===== src/design/nwsp_pkg.sv =====
// Shared types and constants for the wind sentence parser.
package nwsp_pkg;

    // Input channel kinds (carried on s_tuser)
    localparam logic CMD_BYTE = 1'b0;
    localparam logic CMD_TICK = 1'b1;

    // Result kinds (carried on m_tuser)
    localparam logic STATUS_COMMIT  = 1'b0;
    localparam logic STATUS_TIMEOUT = 1'b1;

    // Characters the parser reacts to
    localparam logic [7:0] CH_DOLLAR  = 8'h24;
    localparam logic [7:0] CH_NEWLINE = 8'h0A;
    localparam logic [7:0] CH_COMMA   = 8'h2C;
    localparam logic [7:0] CH_PLUS    = 8'h2B;
    localparam logic [7:0] CH_MINUS   = 8'h2D;
    localparam logic [7:0] CH_ZERO    = 8'h30;
    localparam logic [7:0] CH_NINE    = 8'h39;
    localparam logic [7:0] CH_UPPER_I = 8'h49;

    // Sentence layout and limits
    localparam int           MAX_LINE_DEFAULT = 50;
    localparam logic [15:0]  TIMEOUT_RESET    = 16'd5000;
    localparam logic [14:0]  NUM_MAX          = 15'd32767;
    localparam logic [2:0]   FIELD_DIR        = 3'd1;
    localparam logic [2:0]   FIELD_SPEED      = 3'd3;
    localparam logic [2:0]   FIELD_LAST       = 3'd7;

    // Classified-item queue between front and back
    localparam int QUEUE_DEPTH = 4;

    // One classified input beat
    typedef struct packed {
        logic       is_tick;
        logic       is_dollar;
        logic       is_newline;
        logic       is_comma;
        logic       is_plus;
        logic       is_minus;
        logic       is_digit;
        logic       is_i;
        logic [3:0] digit;
    } nwsp_item_t;

    // Number parse progress within a field
    typedef enum logic [2:0] {
        NUM_SIGN   = 3'b001,
        NUM_DIGITS = 3'b010,
        NUM_DONE   = 3'b100
    } num_stage_t;

endpackage


===== src/design/nwsp_front.sv =====
// Front end: accepts input beats and classifies them for the back end.
module nwsp_front (
    input  logic                 s_tvalid,
    output logic                 s_tready,
    input  logic [7:0]           s_tdata,   // [7:0] rx_byte
    input  logic                 s_tuser,   // [0] command
    input  logic                 q_full,
    output logic                 q_push,
    output nwsp_pkg::nwsp_item_t q_item
);
    import nwsp_pkg::*;

    logic is_byte;

    // Accept whenever the queue has room
    assign s_tready = !q_full;
    assign q_push   = s_tvalid && !q_full;
    assign is_byte  = (s_tuser == CMD_BYTE);

    // Decode the character class once, here
    always_comb begin
        q_item.is_tick    = (s_tuser == CMD_TICK);
        q_item.is_dollar  = is_byte && (s_tdata == CH_DOLLAR);
        q_item.is_newline = is_byte && (s_tdata == CH_NEWLINE);
        q_item.is_comma   = is_byte && (s_tdata == CH_COMMA);
        q_item.is_plus    = is_byte && (s_tdata == CH_PLUS);
        q_item.is_minus   = is_byte && (s_tdata == CH_MINUS);
        q_item.is_digit   = is_byte && (s_tdata >= CH_ZERO) && (s_tdata <= CH_NINE);
        q_item.is_i       = is_byte && (s_tdata == CH_UPPER_I);
        q_item.digit      = s_tdata[3:0];
    end

endmodule


===== src/design/nwsp_queue.sv =====
// Short FIFO of classified beats between front and back end.
module nwsp_queue #(
    parameter int DEPTH = nwsp_pkg::QUEUE_DEPTH
) (
    input  logic                 aclk,
    input  logic                 aresetn,
    input  logic                 push,
    input  nwsp_pkg::nwsp_item_t push_item,
    output logic                 full,
    input  logic                 pop,
    output logic                 not_empty,
    output nwsp_pkg::nwsp_item_t pop_item
);
    import nwsp_pkg::*;

    localparam int PTR_W = (DEPTH > 1) ? $clog2(DEPTH) : 1;
    localparam int CNT_W = $clog2(DEPTH + 1);

    nwsp_item_t       entry_reg [DEPTH];
    logic [PTR_W-1:0] wr_ptr_reg, wr_ptr_next;
    logic [PTR_W-1:0] rd_ptr_reg, rd_ptr_next;
    logic [CNT_W-1:0] count_reg, count_next;

    assign full      = (count_reg == CNT_W'(DEPTH));
    assign not_empty = (count_reg != '0);
    assign pop_item  = entry_reg[rd_ptr_reg];

    // Advance pointers with wrap at the depth
    always_comb begin
        wr_ptr_next = wr_ptr_reg;
        rd_ptr_next = rd_ptr_reg;
        count_next  = count_reg;
        if (push) begin
            wr_ptr_next = (wr_ptr_reg == PTR_W'(DEPTH - 1)) ? '0 : wr_ptr_reg + 1'b1;
        end
        if (pop) begin
            rd_ptr_next = (rd_ptr_reg == PTR_W'(DEPTH - 1)) ? '0 : rd_ptr_reg + 1'b1;
        end
        if (push && !pop) begin
            count_next = count_reg + 1'b1;
        end else if (pop && !push) begin
            count_next = count_reg - 1'b1;
        end
    end

    always_ff @(posedge aclk) begin
        if (!aresetn) begin
            wr_ptr_reg <= '0;
            rd_ptr_reg <= '0;
            count_reg  <= '0;
        end else begin
            wr_ptr_reg <= wr_ptr_next;
            rd_ptr_reg <= rd_ptr_next;
            count_reg  <= count_next;
        end
    end

    // Store entry payload
    always_ff @(posedge aclk) begin
        if (push) begin
            entry_reg[wr_ptr_reg] <= push_item;
        end
    end

`ifndef SYNTHESIS
    a_no_pop_empty: assert property (@(posedge aclk) disable iff (!aresetn)
        pop |-> not_empty)
        else $error("queue popped while empty");

    a_no_push_full: assert property (@(posedge aclk) disable iff (!aresetn)
        push |-> !full || pop)
        else $error("queue pushed while full");

    a_count_bound: assert property (@(posedge aclk) disable iff (!aresetn)
        count_reg <= CNT_W'(DEPTH))
        else $error("queue count beyond depth");
`endif

endmodule


===== src/design/nwsp_back.sv =====
// Back end: sentence capture, field split, number parse, commit and timeout.
module nwsp_back #(
    parameter int MAX_LINE = nwsp_pkg::MAX_LINE_DEFAULT
) (
    input  logic                 aclk,
    input  logic                 aresetn,
    input  logic                 cfg_wr_en,
    input  logic [15:0]          cfg_wr_data,
    input  logic                 q_not_empty,
    input  nwsp_pkg::nwsp_item_t q_item,
    output logic                 q_pop,
    output logic                 m_tvalid,
    input  logic                 m_tready,
    output logic [31:0]          m_tdata,
    output logic                 m_tuser
);
    import nwsp_pkg::*;

    localparam int POS_W = $clog2(MAX_LINE + 1);

    logic               capturing_reg, capturing_next;
    logic               drop_next_reg, drop_next_next;
    logic [POS_W-1:0]   pos_reg, pos_next;
    logic               second_i_reg, second_i_next;
    logic [2:0]         field_reg, field_next;
    logic               in_field_reg, in_field_next;
    num_stage_t         stage_reg, stage_next;
    logic               neg_reg, neg_next;
    logic [14:0]        acc_reg, acc_next;
    logic signed [15:0] pdir_reg, pdir_next;
    logic signed [15:0] pspd_reg, pspd_next;
    logic signed [15:0] dir_reg, dir_next;
    logic signed [15:0] spd_reg, spd_next;
    logic [15:0]        tick_reg, tick_next;
    logic [15:0]        timeout_reg;

    logic               m_tvalid_reg, m_tvalid_next;
    logic [31:0]        m_tdata_reg;
    logic               m_tuser_reg;

    logic               res_valid;
    logic               res_status;

    assign q_pop    = q_not_empty && (!m_tvalid_reg || m_tready);
    assign m_tvalid = m_tvalid_reg;
    assign m_tdata  = m_tdata_reg;
    assign m_tuser  = m_tuser_reg;

    // Execute one classified beat
    always_comb begin
        logic               do_store;
        logic               do_end;
        logic               feed_done;
        logic signed [15:0] close_val;
        logic [18:0]        acc_wide;

        do_store       = 1'b0;
        do_end         = 1'b0;
        feed_done      = 1'b0;
        close_val      = '0;
        acc_wide       = '0;
        capturing_next = capturing_reg;
        drop_next_next = drop_next_reg;
        pos_next       = pos_reg;
        second_i_next  = second_i_reg;
        field_next     = field_reg;
        in_field_next  = in_field_reg;
        stage_next     = stage_reg;
        neg_next       = neg_reg;
        acc_next       = acc_reg;
        pdir_next      = pdir_reg;
        pspd_next      = pspd_reg;
        dir_next       = dir_reg;
        spd_next       = spd_reg;
        tick_next      = tick_reg;
        res_valid      = 1'b0;
        res_status     = STATUS_COMMIT;

        if (q_pop) begin
            if (q_item.is_tick) begin
                // Timeout only while hunting; otherwise count up, saturating
                if (!capturing_reg && (tick_reg >= timeout_reg)) begin
                    tick_next  = '0;
                    res_valid  = 1'b1;
                    res_status = STATUS_TIMEOUT;
                end else if (tick_reg != '1) begin
                    tick_next = tick_reg + 1'b1;
                end
            end else if (!capturing_reg) begin
                // Hunting: drop the byte after an overlong line, start on dollar
                if (drop_next_reg) begin
                    drop_next_next = 1'b0;
                end else if (q_item.is_dollar) begin
                    capturing_next = 1'b1;
                    pos_next       = '0;
                    second_i_next  = 1'b0;
                    field_next     = '0;
                    in_field_next  = 1'b0;
                    stage_next     = NUM_SIGN;
                    neg_next       = 1'b0;
                    acc_next       = '0;
                    pdir_next      = dir_reg;
                    pspd_next      = spd_reg;
                    do_store       = 1'b1;
                end
            end else if (q_item.is_newline) begin
                do_end = 1'b1;
            end else begin
                do_store = 1'b1;
            end

            if (do_store) begin
                if (pos_next == POS_W'(1)) begin
                    second_i_next = q_item.is_i;
                end
                if (q_item.is_comma) begin
                    // Close a non-empty field; empty fields are skipped
                    if (in_field_next) begin
                        close_val = neg_next ? -$signed({1'b0, acc_next})
                                             : $signed({1'b0, acc_next});
                        if (field_next == FIELD_DIR) begin
                            pdir_next = close_val;
                        end else if (field_next == FIELD_SPEED) begin
                            pspd_next = close_val;
                        end
                        if (field_next != FIELD_LAST) begin
                            field_next = field_next + 1'b1;
                        end
                        in_field_next = 1'b0;
                    end
                end else begin
                    if (!in_field_next) begin
                        in_field_next = 1'b1;
                        stage_next    = NUM_SIGN;
                        neg_next      = 1'b0;
                        acc_next      = '0;
                    end
                    // Optional sign, then digits until the first other character
                    if (stage_next == NUM_SIGN) begin
                        if (q_item.is_plus || q_item.is_minus) begin
                            neg_next   = q_item.is_minus;
                            stage_next = NUM_DIGITS;
                            feed_done  = 1'b1;
                        end else begin
                            stage_next = q_item.is_digit ? NUM_DIGITS : NUM_DONE;
                        end
                    end
                    if (!feed_done && (stage_next == NUM_DIGITS)) begin
                        if (q_item.is_digit) begin
                            acc_wide = ({4'b0, acc_next} << 3) + ({4'b0, acc_next} << 1)
                                     + 19'(q_item.digit);
                            acc_next = (acc_wide > 19'(NUM_MAX)) ? NUM_MAX : acc_wide[14:0];
                        end else begin
                            stage_next = NUM_DONE;
                        end
                    end
                end
                pos_next = pos_next + 1'b1;
                if (pos_next >= POS_W'(MAX_LINE)) begin
                    drop_next_next = 1'b1;
                    do_end         = 1'b1;
                end
            end

            if (do_end) begin
                // Close the open field, then commit only an 'I' sentence
                if (in_field_next) begin
                    close_val = neg_next ? -$signed({1'b0, acc_next})
                                         : $signed({1'b0, acc_next});
                    if (field_next == FIELD_DIR) begin
                        pdir_next = close_val;
                    end else if (field_next == FIELD_SPEED) begin
                        pspd_next = close_val;
                    end
                    if (field_next != FIELD_LAST) begin
                        field_next = field_next + 1'b1;
                    end
                    in_field_next = 1'b0;
                end
                capturing_next = 1'b0;
                if (second_i_next) begin
                    dir_next   = pdir_next;
                    spd_next   = pspd_next;
                    tick_next  = '0;
                    res_valid  = 1'b1;
                    res_status = STATUS_COMMIT;
                end
            end
        end
    end

    // Output register: load a new result, clear once taken
    always_comb begin
        if (res_valid) begin
            m_tvalid_next = 1'b1;
        end else if (m_tready) begin
            m_tvalid_next = 1'b0;
        end else begin
            m_tvalid_next = m_tvalid_reg;
        end
    end

    always_ff @(posedge aclk) begin
        if (!aresetn) begin
            capturing_reg <= 1'b0;
            drop_next_reg <= 1'b0;
            pos_reg       <= '0;
            second_i_reg  <= 1'b0;
            field_reg     <= '0;
            in_field_reg  <= 1'b0;
            stage_reg     <= NUM_SIGN;
            neg_reg       <= 1'b0;
            acc_reg       <= '0;
            pdir_reg      <= '0;
            pspd_reg      <= '0;
            dir_reg       <= '0;
            spd_reg       <= '0;
            tick_reg      <= '0;
            timeout_reg   <= TIMEOUT_RESET;
            m_tvalid_reg  <= 1'b0;
        end else begin
            capturing_reg <= capturing_next;
            drop_next_reg <= drop_next_next;
            pos_reg       <= pos_next;
            second_i_reg  <= second_i_next;
            field_reg     <= field_next;
            in_field_reg  <= in_field_next;
            stage_reg     <= stage_next;
            neg_reg       <= neg_next;
            acc_reg       <= acc_next;
            pdir_reg      <= pdir_next;
            pspd_reg      <= pspd_next;
            dir_reg       <= dir_next;
            spd_reg       <= spd_next;
            tick_reg      <= tick_next;
            m_tvalid_reg  <= m_tvalid_next;
            if (cfg_wr_en) begin
                timeout_reg <= cfg_wr_data;
            end
        end
    end

    // Hold result payload
    always_ff @(posedge aclk) begin
        if (res_valid) begin
            m_tdata_reg <= {spd_next, dir_next};
            m_tuser_reg <= res_status;
        end
    end

`ifndef SYNTHESIS
    a_commit_clears_ticks: assert property (@(posedge aclk) disable iff (!aresetn)
        res_valid && (res_status == STATUS_COMMIT) |=> tick_reg == '0)
        else $error("commit did not clear the tick count");

    a_timeout_hunting: assert property (@(posedge aclk) disable iff (!aresetn)
        res_valid && (res_status == STATUS_TIMEOUT) |-> !capturing_reg)
        else $error("timeout reported during capture");

    a_pos_bound: assert property (@(posedge aclk) disable iff (!aresetn)
        capturing_reg |-> pos_reg < POS_W'(MAX_LINE))
        else $error("capture ran past the line limit");

    a_drop_hunting: assert property (@(posedge aclk) disable iff (!aresetn)
        !(drop_next_reg && capturing_reg))
        else $error("drop pending while capturing");
`endif

endmodule


===== src/design/nmea_wind_sentence_parser.sv =====
// Top level of the wind sentence parser: front end, queue and back end.
//
// Takes one beat per cycle while the queue has room, either a received character
// or a millisecond tick, and returns a result when an 'I' sentence commits its
// direction and speed or when a tick finds no valid sentence for timeout_ticks ticks.
// Every beat is classified by the front end, held in the queue and executed by the
// back end, so the block sustains one beat per clock while m_tready keeps the output
// free; a result is registered in the output register after its beat leaves the queue.
// A four-entry queue between the two ends and the result register let input keep
// flowing while m_tready is low, until the queue fills.
// The timeout register resets to 5000 and is written through cfg_wr_en.
module nmea_wind_sentence_parser #(
    parameter int MAX_LINE    = nwsp_pkg::MAX_LINE_DEFAULT,
    parameter int QUEUE_DEPTH = nwsp_pkg::QUEUE_DEPTH
) (
    input  logic        aclk,
    input  logic        aresetn,
    input  logic        cfg_wr_en,
    input  logic [15:0] cfg_wr_data,  // [15:0] timeout_ticks
    input  logic        s_tvalid,
    output logic        s_tready,
    input  logic [7:0]  s_tdata,      // [7:0] rx_byte
    input  logic        s_tuser,      // [0] command
    output logic        m_tvalid,
    input  logic        m_tready,
    output logic [31:0] m_tdata,      // [15:0] direction, [31:16] speed
    output logic        m_tuser       // [0] status
);
    import nwsp_pkg::*;

    logic       q_full;
    logic       q_push;
    logic       q_pop;
    logic       q_not_empty;
    nwsp_item_t push_item;
    nwsp_item_t pop_item;

    // Classify incoming beats
    nwsp_front u_front (
        .s_tvalid (s_tvalid),
        .s_tready (s_tready),
        .s_tdata  (s_tdata),
        .s_tuser  (s_tuser),
        .q_full   (q_full),
        .q_push   (q_push),
        .q_item   (push_item)
    );

    // Decouple the two ends
    nwsp_queue #(
        .DEPTH (QUEUE_DEPTH)
    ) u_queue (
        .aclk      (aclk),
        .aresetn   (aresetn),
        .push      (q_push),
        .push_item (push_item),
        .full      (q_full),
        .pop       (q_pop),
        .not_empty (q_not_empty),
        .pop_item  (pop_item)
    );

    // Parse, commit and time out
    nwsp_back #(
        .MAX_LINE (MAX_LINE)
    ) u_back (
        .aclk        (aclk),
        .aresetn     (aresetn),
        .cfg_wr_en   (cfg_wr_en),
        .cfg_wr_data (cfg_wr_data),
        .q_not_empty (q_not_empty),
        .q_item      (pop_item),
        .q_pop       (q_pop),
        .m_tvalid    (m_tvalid),
        .m_tready    (m_tready),
        .m_tdata     (m_tdata),
        .m_tuser     (m_tuser)
    );

endmodule

===== config.mk =====
export PLATFORM = sky130hd
export DESIGN_NAME = nmea_wind_sentence_parser
export DESIGN_NICKNAME = d
export VERILOG_FILES = /design/src/design/nwsp_pkg.sv /design/src/design/nwsp_front.sv /design/src/design/nwsp_queue.sv /design/src/design/nwsp_back.sv /design/src/design/nmea_wind_sentence_parser.sv
export SDC_FILE = /design/constraint.sdc
export NUM_CORES = 1
export LEC_CHECK = 0
export ABC_AREA = 1
export BUFFER_PORTS_ARGS = -buffer_cell sky130_fd_sc_hd__buf_2
export CAP_MARGIN = 40
export CORE_MARGIN = 5
export CORE_UTILIZATION = 33
export CTS_BUF_LIST = sky130_fd_sc_hd__clkbuf_16
export CTS_CLUSTER_DIAMETER = 30
export DETAILED_ROUTE_END_ITERATION = 7
export RECOVER_POWER = 25
export SLEW_MARGIN = 5
export SYNTH_ARGS = -nofsm -noshare
export SYNTH_HDL_FRONTEND = slang
export SYNTH_HIERARCHICAL = 1
export SYNTH_SLANG_ARGS = --single-unit
export TNS_END_PERCENT = 100

===== constraint.sdc =====
create_clock -name aclk -period 7.01 [get_ports aclk]
set_input_delay 1.402 -clock aclk [delete_from_list [all_inputs] [get_ports aclk]]
set_output_delay 1.402 -clock aclk [all_outputs]
set_load 0.01 [all_outputs]

* After elaboration in Yosys (flattened, before gate mapping)
Memory sizes are Yosys's and may differ from the RTL's. A register that Yosys moved wholly into a read port is not among the register bits. Index checks and enable logic that the tools add are counted.
Storage, ports and cells: flip-flop bits (word level) 169, bits in writable memories 48, input bits 30, memories 1
Memories:
- u_queue.entry_reg | words 4, width 12, rd ports 1, clocked after Yosys merged registers in 1, write ports 1, line nwsp_queue.sv:19 | nwsp_item_t entry_reg [DEPTH];
Operators by class: add/subtract/negate cells 12, magnitude comparators 5, eq/ne operators 20, mux-type cells 159, bitwise operators 1, reductions and logical operators 26
Operator list (number):
- $mux W16 | 39
- $mux W15 | 15
- $mux W3 | 33
- $mux W1 | 62
- $mux W6 | 6
- $eq A8 B6 Y1 const B | 4
- $neg A15 Y16 | 2
- $add A18 B16 Y19 | 1
- $add A19 B4 Y19 | 1
- $gt A19 B15 Y1 const B | 1
- $add A16 B1 Y16 const B | 1
- $ge A16 B16 Y1 | 1
- $ne A16 B16 Y1 const B | 1
- $logic_and A1 B1 Y1 | 14
- $add A3 B1 Y3 const B | 3
- $eq A3 B1 Y1 const B | 3
- $eq A3 B2 Y1 const B | 3
- $eq A8 B4 Y1 const B | 1
- $eq A8 B7 Y1 const B | 1
- $ge A8 B6 Y1 const B | 1
- $le A8 B6 Y1 const B | 1
- $mux W2 | 4
- $add A6 B1 Y6 const B | 1
- $eq A6 B1 Y1 const B | 1
- other kinds (13) | 23

* Depth between registers and ports, before layout
Gate-level depths: netlist (run 1).
depth after elaboration 28, gate-level depth with buffers 40, gate-level depth less buffers 39

* By module
The synthesis (run 1) kept the hierarchy.
Modules (own cells, without submodules):
- nwsp_back | times used 1, cells an instance 1689, area an instance 10904.2 µm², seq. area each 3573.4 µm²
- nwsp_queue | times used 1, cells an instance 176, area an instance 2242.2 µm², seq. area each 1621.6 µm²
- nwsp_front | times used 1, cells an instance 47, area an instance 242.7 µm², seq. area each 0.0 µm²

* Least setup slack after synthesis (run 1)
No wires, ideal clock.
kind register -> register, start register with a tool-made name, end register u_back.m_tdata_reg[24], in the netlist u_back/m_tdata[24], data pin, setup time 255 ps, data arrival time 4415 ps, data required time 6755 ps, setup slack 2340 ps, cell stages (with the launch flop) 38, clock period less this slack 4670 ps, cell sequence dfxtp_1 inv_2 buf_6 nor2_1 o22ai_1 buf_6 nor2_4 nand2_4 nand2_4 clkbuf_1 nor2_1 ha_1 ha_1 inv_1 fa_1 inv_1 nand4_1 nand2_1 [... 2 more ...] nand2_1 nand2_1 nand2_1 nor2_4 nand2_2 o21ai_2 nand2_2 inv_1 ha_1 nand3_1 nor2_1 nand2_1 nand2_1 nand2_1 xor2_1 nand2_1 nand3_1 nand2_1
RTL lines:
- to (signal assigned) | line nwsp_back.sv:246 | m_tdata_reg <= {spd_next, dir_next};
- to (decl) | line nwsp_back.sv:38 | logic [31:0] m_tdata_reg;

==> run metrics, run 1 <==
ratio of cells with drive above 1 in the final layout=11.13%; Ys Warns=6; Syn Std Cell Area=0.01339 mm²; ys async rst share=0%; worst-skew pair later-pin latency=0.55 ns; Slew Viols, Final=0; clock root buffer=clkbuf_16; post-synthesis adder-cell area fraction=under 10%; Core Region=0.03991 mm²; Post-Synthesis Cells=1912; dpl ws=approximately 1.2 ns; combinational share of power=about 41%; post-route ant nets=0; Peak Freq=0.1725 GHz; clock tree buffer depth=3; die area=0.04470 mm²; Critical Path RT=roughly 7.3 ns; clk_skew=0.03001 ns; Final nets=~2100; final-layout fill cell count=4081; overall die width=roughly 210 µm; top cells by count, synth=nand2_1, inv_1, nor2_1; clk sinks=roughly 220; antenna cells=0; Max VDD drop=0.0002247 V; biggest area consumer among synthesized cells=dfxtp_1; Hold-fix buffers, CTS=0; Pleak=between 0.006 and 0.007 µW; setup ws final=1.214 ns; compound-cell area share of the yosys netlist=16.20%; outcome=finished clean; CTS tree=done; Max Fanout on Critical Path=16; Int Pwr=approximately 3700 µW; critical path arrival=6.04 ns; ys flop type=dfxtp_1; mux cell area share after synthesis=0.07476%; Critical Path Sink Type=flop; pwr dens=between 400 and 500 mW/mm²; Synthesized Nets=~2000; setup TNS=0 ns; CTS resizes=0; CP max stage delay=0.43 ns; Setup Crit Path Kind=reg -> reg; Seq cells post-synth=219; clock slew at reported path FFs=about 0.050 ns; routed vias/inst=4.954; overflow left after global routing=0; Sw Share=41.90%; sequential-to-total area share from yosys stat=38.80%; clock period minus worst slack=5.796 ns; post-synth top area share=20.63%; first-pass GRT wire length=58920 µm; clock power share=33.7%; # IOs=65; Total Wirelength=36220 µm; DRC=0; Area growth, synth to finish=17.58%; most frequent cell after synthesis=nand2_1; Critical Path Start Type=flop; total of max-cap violations=0; Num CTS Buffers=49; num rows=73; H-Tree Level Count=2; Avg WL per Cell=14.38 µm; Routability Congestion=0.8460; die height=211.4 µm; simple-gate share of the synthesized area=27.29%; DP Wirelength=24660 µm; initial antenna violation count=0; final hold violation count=0; type of the worst min-delay path=reg -> reg; largest net degree at the start of global routing=slightly above 70; largest cells by area after synthesis=dfxtp_1, edfxtp_1, nand2_1; Flop pwr share=25.3%; largest family of logic cells by synthesized area=simple AND/OR/NAND/NOR gates; Unique masters post-synth=between 50 and 60; Slew headroom=45.54%; first drt pass iteration count=6; Synth Area in XOR/XNOR=between 1.5 and 2%; Initial DRC Count=960; Port Buffers=64; period utilization=82.68%; GRT Total Usage=around 16%; max reg flops=48; Slew @ Worst Pin=about 0.82 ns; DR vias=12480; Setup violations, final=0; number of synthesized flops with an enable pin=81; RSZ-0062 raised after global routing=no; Crit path top cell by count=nand2_1; crit path max-delay cell type=dfxtp_1; Mean Syn Cell Area=approximately 7 µm²; Initial Utilization=between 30% and 40%; post-CTS setup buffer count=0; Switch Pwr=between 2000 and 3000 µW; vias in the first global route=around 12000
-- routing by layer --
| metal | share of wire [%] | track usage, % | vias up |
|---|---|---|---|
| li1 | - | - | 6359 |
| met1 | 45 | 20.87 | 5737 |
| met2 | 47 | 26.61 | 322 |
| met3 | 5.6 | 2.845 | 61 |
| met4 | 1.8 | 4.331 | 0 |
| met5 | 0 | 0 | - |
-- power by group through the flow --
stage,Sequential (µW),Clock (µW),Combinational (µW)
finish,1620,2160,2620
global route,1640,2280,2930
CTS,1620,2210,2620
detailed placement,1640,0,2600
global placement,1630,0,2540
floorplan,1610,0,1950
-- cells by family after synthesis --
logic type / count (synthesis)
XOR/XNOR: 28
multiplexers: 1
AND/OR/NAND/NOR: 875
flip-flops: 219
buffers and inverters: 327
AO/OA/AOI/OAI: 399
adder cells (fa/ha/maj): 63
-- final timing paths --
path                                            start                    end  slack [ns]  cells past startpoint
worst max-delay path                             flop     u_back/m_tdata[30]        1.21                     36
worst min-delay path            u_back/timeout_reg[7]  u_back/timeout_reg[7]        0.46                      2
worst max register to register                   flop     u_back/m_tdata[30]        1.21                     36
worst min register to register  u_back/timeout_reg[7]  u_back/timeout_reg[7]        0.46                      2
-- critical path, delay by kind of cell, from the launching register on --
kind / cells / cell delay (ns)
and+or+nand+nor: 21 / 2.33
DFF: 1 / 0.43
adders and majority gates: 3 / 0.68
AOI/OAI and AO/OA: 7 / 1.24
buffers and inverters: 4 / 0.68
xor gates and xnor gates: 1 / 0.16
-- through the flow --
stage / power [µW] / hold WS [ns] / cells / util, % / area (µm²)
finish: 6404 / 0.4608 / 2519 / 39.44 / 15740
global placement: 4172 / 0.4517 / 2427 / 35.27 / 14080
detailed placement: 4238 / 0.4574 / 2431 / 35.52 / 14180
global route: 6847 / 0.4776 / 2519 / 39.44 / 15740
CTS: 6441 / 0.4637 / 2519 / 39.49 / 15760
floorplan: 3566 / 0.4331 / 1912 / - / 13390
-- layout make-up --
class / instances / area (µm²) / share of cell area [%]
multi-input cells: 1366 / 6888 / 43.75
flip-flops and latches: 219 / 5195 / 33.00
clock buffers: 50 / 1251 / 7.948
inverters: 238 / 894.6 / 5.683
well taps: 525 / 656.9 / 4.173
repair buffers: 83 / 523.0 / 3.322
clock inverters: 38 / 334.1 / 2.122
-- cells in the final DEF (no fill, tap or decap), types with 4 or more instances in the layout --
master     instances
nand3_2            5
dfxtp_1          138
nor2_1           176
xnor2_1           12
clkinv_1           7
inv_1            223
clkinv_4           4
a21oi_1          167
nor2_4             6
clkinv_2          10
ha_1              61
o21ai_0          137
nor2_2            10
clkbuf_16         50
o211ai_1           7
xor2_1            16
buf_2             58
nand2_2            7
buf_4             15
nand2_1          527
edfxtp_1          81
a211oi_1           7
bufinv_16          5
o21ai_2           10
clkbuf_1           6
inv_2             22
nand4_1           16
nand3_1           93
o31ai_1            4
a31oi_1            7
o22ai_1           12
o21ai_1           30
nor3_1            18
Note: power is estimated with default switching activity, not from simulation.
==> run 2: changes to the inputs <==
clock period = 5.72 ns   (was 7.01 ns; I/O delays follow)
==> run metrics, run 2 (synthesized netlist as in run 1, its figures left out) <==
setup TNS=0 ns (unchanged); die height=211.4 µm (unchanged); ratio of cells with drive above 1 in the final layout=11.81% (+0.68 points); CP delay by family, top=simple AND/OR/NAND/NOR gates; Core Util, Final=39.54% (+0.097 points); Final nets=2059 (+0.44%); die area=0.04470 mm² (unchanged); clock slew at reported path FFs=0.05 ns (about the same); Initial DRC Count=1156 (+20%); clock root buffer=clkbuf_16; clock power share=33.5% (-0.2 points); type of the worst min-delay path=reg -> reg; Slew headroom=46.33% (+0.79 points); critical path depth=36 (unchanged); Num CTS Buffers=49 (unchanged); GRT Total Usage=15.71% (-0.067 points); RSZ-0062 raised after global routing=no; Initial Utilization=33.54% (unchanged); worst-skew pair later-pin latency=0.55 ns (about the same); clock period minus worst slack=5.158 ns (-0.6385 ns); largest net degree at the start of global routing=63 (-13%); num rows=73 (unchanged); initial antenna violation count=0 (unchanged); Hold Crit Start=u_back/pdir_reg[15]; most frequent cells in the layout=nand2_1, inv_1, nor2_1; fin area=0.01578 mm² (+0.25%); Placed Area=0.01421 mm² (+0.21%); Flop pwr share=25.4% (about the same); pwr dens=497.4 mW/mm² (+22%); commonest non-fill, non-tap cell in the layout=nand2_1; Int Pwr=4516 µW (+21%); Setup Crit Path Kind=reg -> reg; R2R depth=36 (unchanged); Reg2Reg Setup Slack=0.56 ns (-0.65 ns); H-Tree Level Count=2 (unchanged); Peak Freq=0.1939 GHz (+12%); Total Wirelength=36160 µm (-0.17%); Slew @ Worst Pin=0.8049 ns (-0.01191 ns); Sw Share=42.47% (+0.58 points); combinational share of power=41.1% (about the same); crit path capture=u_back/pspd_reg[6]; first-pass GRT wire length=59080 µm (+0.27%); Setup violations, final=0 (unchanged); Max VDD drop=0.0003384 V (+51%); first drt pass iteration count=6 (unchanged); routed vias/inst=4.959 (+0.11%); Max Fanout on Critical Path=14 (-2); clk sinks=219 (unchanged); Critical Path RT=6.12 ns (-1.14 ns); r2r endpoint=u_back/pspd_reg[6]; Critical Path Sink Type=flop; Pleak=0.007021 µW (+0.50%); CTS tree=done; # IOs=65 (unchanged); Slew Viols, Final=0 (unchanged); Area growth, synth to finish=17.87%; post-route ant nets=0 (unchanged); Final Power=7850 µW (+23%); final hold violation count=0 (unchanged); overflow left after global routing=0 (unchanged); Port Buffers=64 (unchanged); crit path max-delay cell type=dfxtp_2; Critical Path Start Type=flop; DRC=0 (unchanged); vias in the first global route=12020 (+0.68%); antenna cells=0 (unchanged); Switch Pwr=3334 µW (+24%); total of max-cap violations=0 (unchanged); period utilization=90.17% (+7.5 points); Routability Congestion=0.8605 (+1.7%); overall die width=211.4 µm (unchanged); Avg WL per Cell=14.29 µm (-0.64%); outcome=finished clean; max reg flops=48 (unchanged); Crit path top cell by count=nand2_1; DR vias=12550 (+0.58%); DP Wirelength=24700 µm (+0.18%); Core Region=0.03991 mm² (unchanged); WP buf/inv=3 (-1); critical path arrival=5.56 ns (-0.48 ns); clock tree buffer depth=3 (unchanged); clk_skew=0.02137 ns (-0.008640 ns); CP max stage delay=0.49 ns (+0.06 ns)
## run 2: cell type report
| type | instances | area, µm² |
|---|---|---|
| clock buffer | 49 | 1226 |
| clock inverter | 42 | 332.8 |
| fill | 4112 | 24130 |
| inverter | 238 | 898.4 |
| multi-input combinational | 1366 | 6894 |
| sequential | 219 | 5200 |
| tap | 525 | 656.9 |
| timing repair buffer | 91 | 568.0 |
| timing repair inverter | 1 | 5.005 |
## run 2: per-stage QoR
step / hold WS (ns) / cells / setup slack [ns]
after floorplan: 0.4331 / 1912 / 1.050
after global placement: 0.4515 / 2434 / 0.5404
after detailed placement: 0.4553 / 2437 / 0.3914
after CTS: 0.4624 / 2528 / 0.3383
after global routing: 0.4750 / 2531 / 0.005204
final: 0.4627 / 2531 / 0.5624
## run 2: worst register-to-register path: cells and delay by family (launching register included)
kind / cells / cell delay [ns]
compound gates: 7 / 0.85
xor+xnor: 2 / 0.43
fa+ha+maj: 3 / 0.69
buf+inv: 3 / 0.34
flops: 1 / 0.49
simple gates: 21 / 2.20
## run 2: how the worst min path moves through the flow
| stage | to | slack (ns) | depth (start not counted) |
|---|---|---|---|
| 2_1_floorplan | u_back/timeout_reg[10] | 0.43 | 2 |
| 3_3_place_gp | u_back/pdir_reg[5] | 0.45 | 2 |
| 3_5_place_dp | u_back/pspd_reg[11] | 0.46 | 2 |
| 4_1_cts | u_back/pspd_reg[11] | 0.46 | 2 |
| 5_1_grt | u_back/timeout_reg[1] | 0.48 | 2 |
| 6_report | u_back/pdir_reg[15] | 0.46 | 2 |
## run 2: power by group through the flow
stage | sequential (µW) | clock, µW | combinational, µW
floorplan | 1980 | 0 | 2390
global placement | 2010 | 0 | 3140
detailed placement | 2010 | 0 | 3170
CTS | 1990 | 2680 | 3200
global route | 2020 | 2770 | 3630
finish | 1990 | 2630 | 3230
## run 2: routing by layer
metal	vias up	wire length, µm	global-route usage (%)
met2	341	16800	25.84
li1	6363	-	-
met1	5778	16400	20.98
met5	-	0	0
met3	70	2152	3.127
met4	0	802	4.709
## run 2: what timing repair did
item | 4_1_cts | 5_1_grt
hold buffers | 0 | 0
gates resized for setup | 0 | 5
setup buffers | 0 | 2
hold endpoints to repair | 0 | 0
endpoints found under the setup margin | 0 | 44
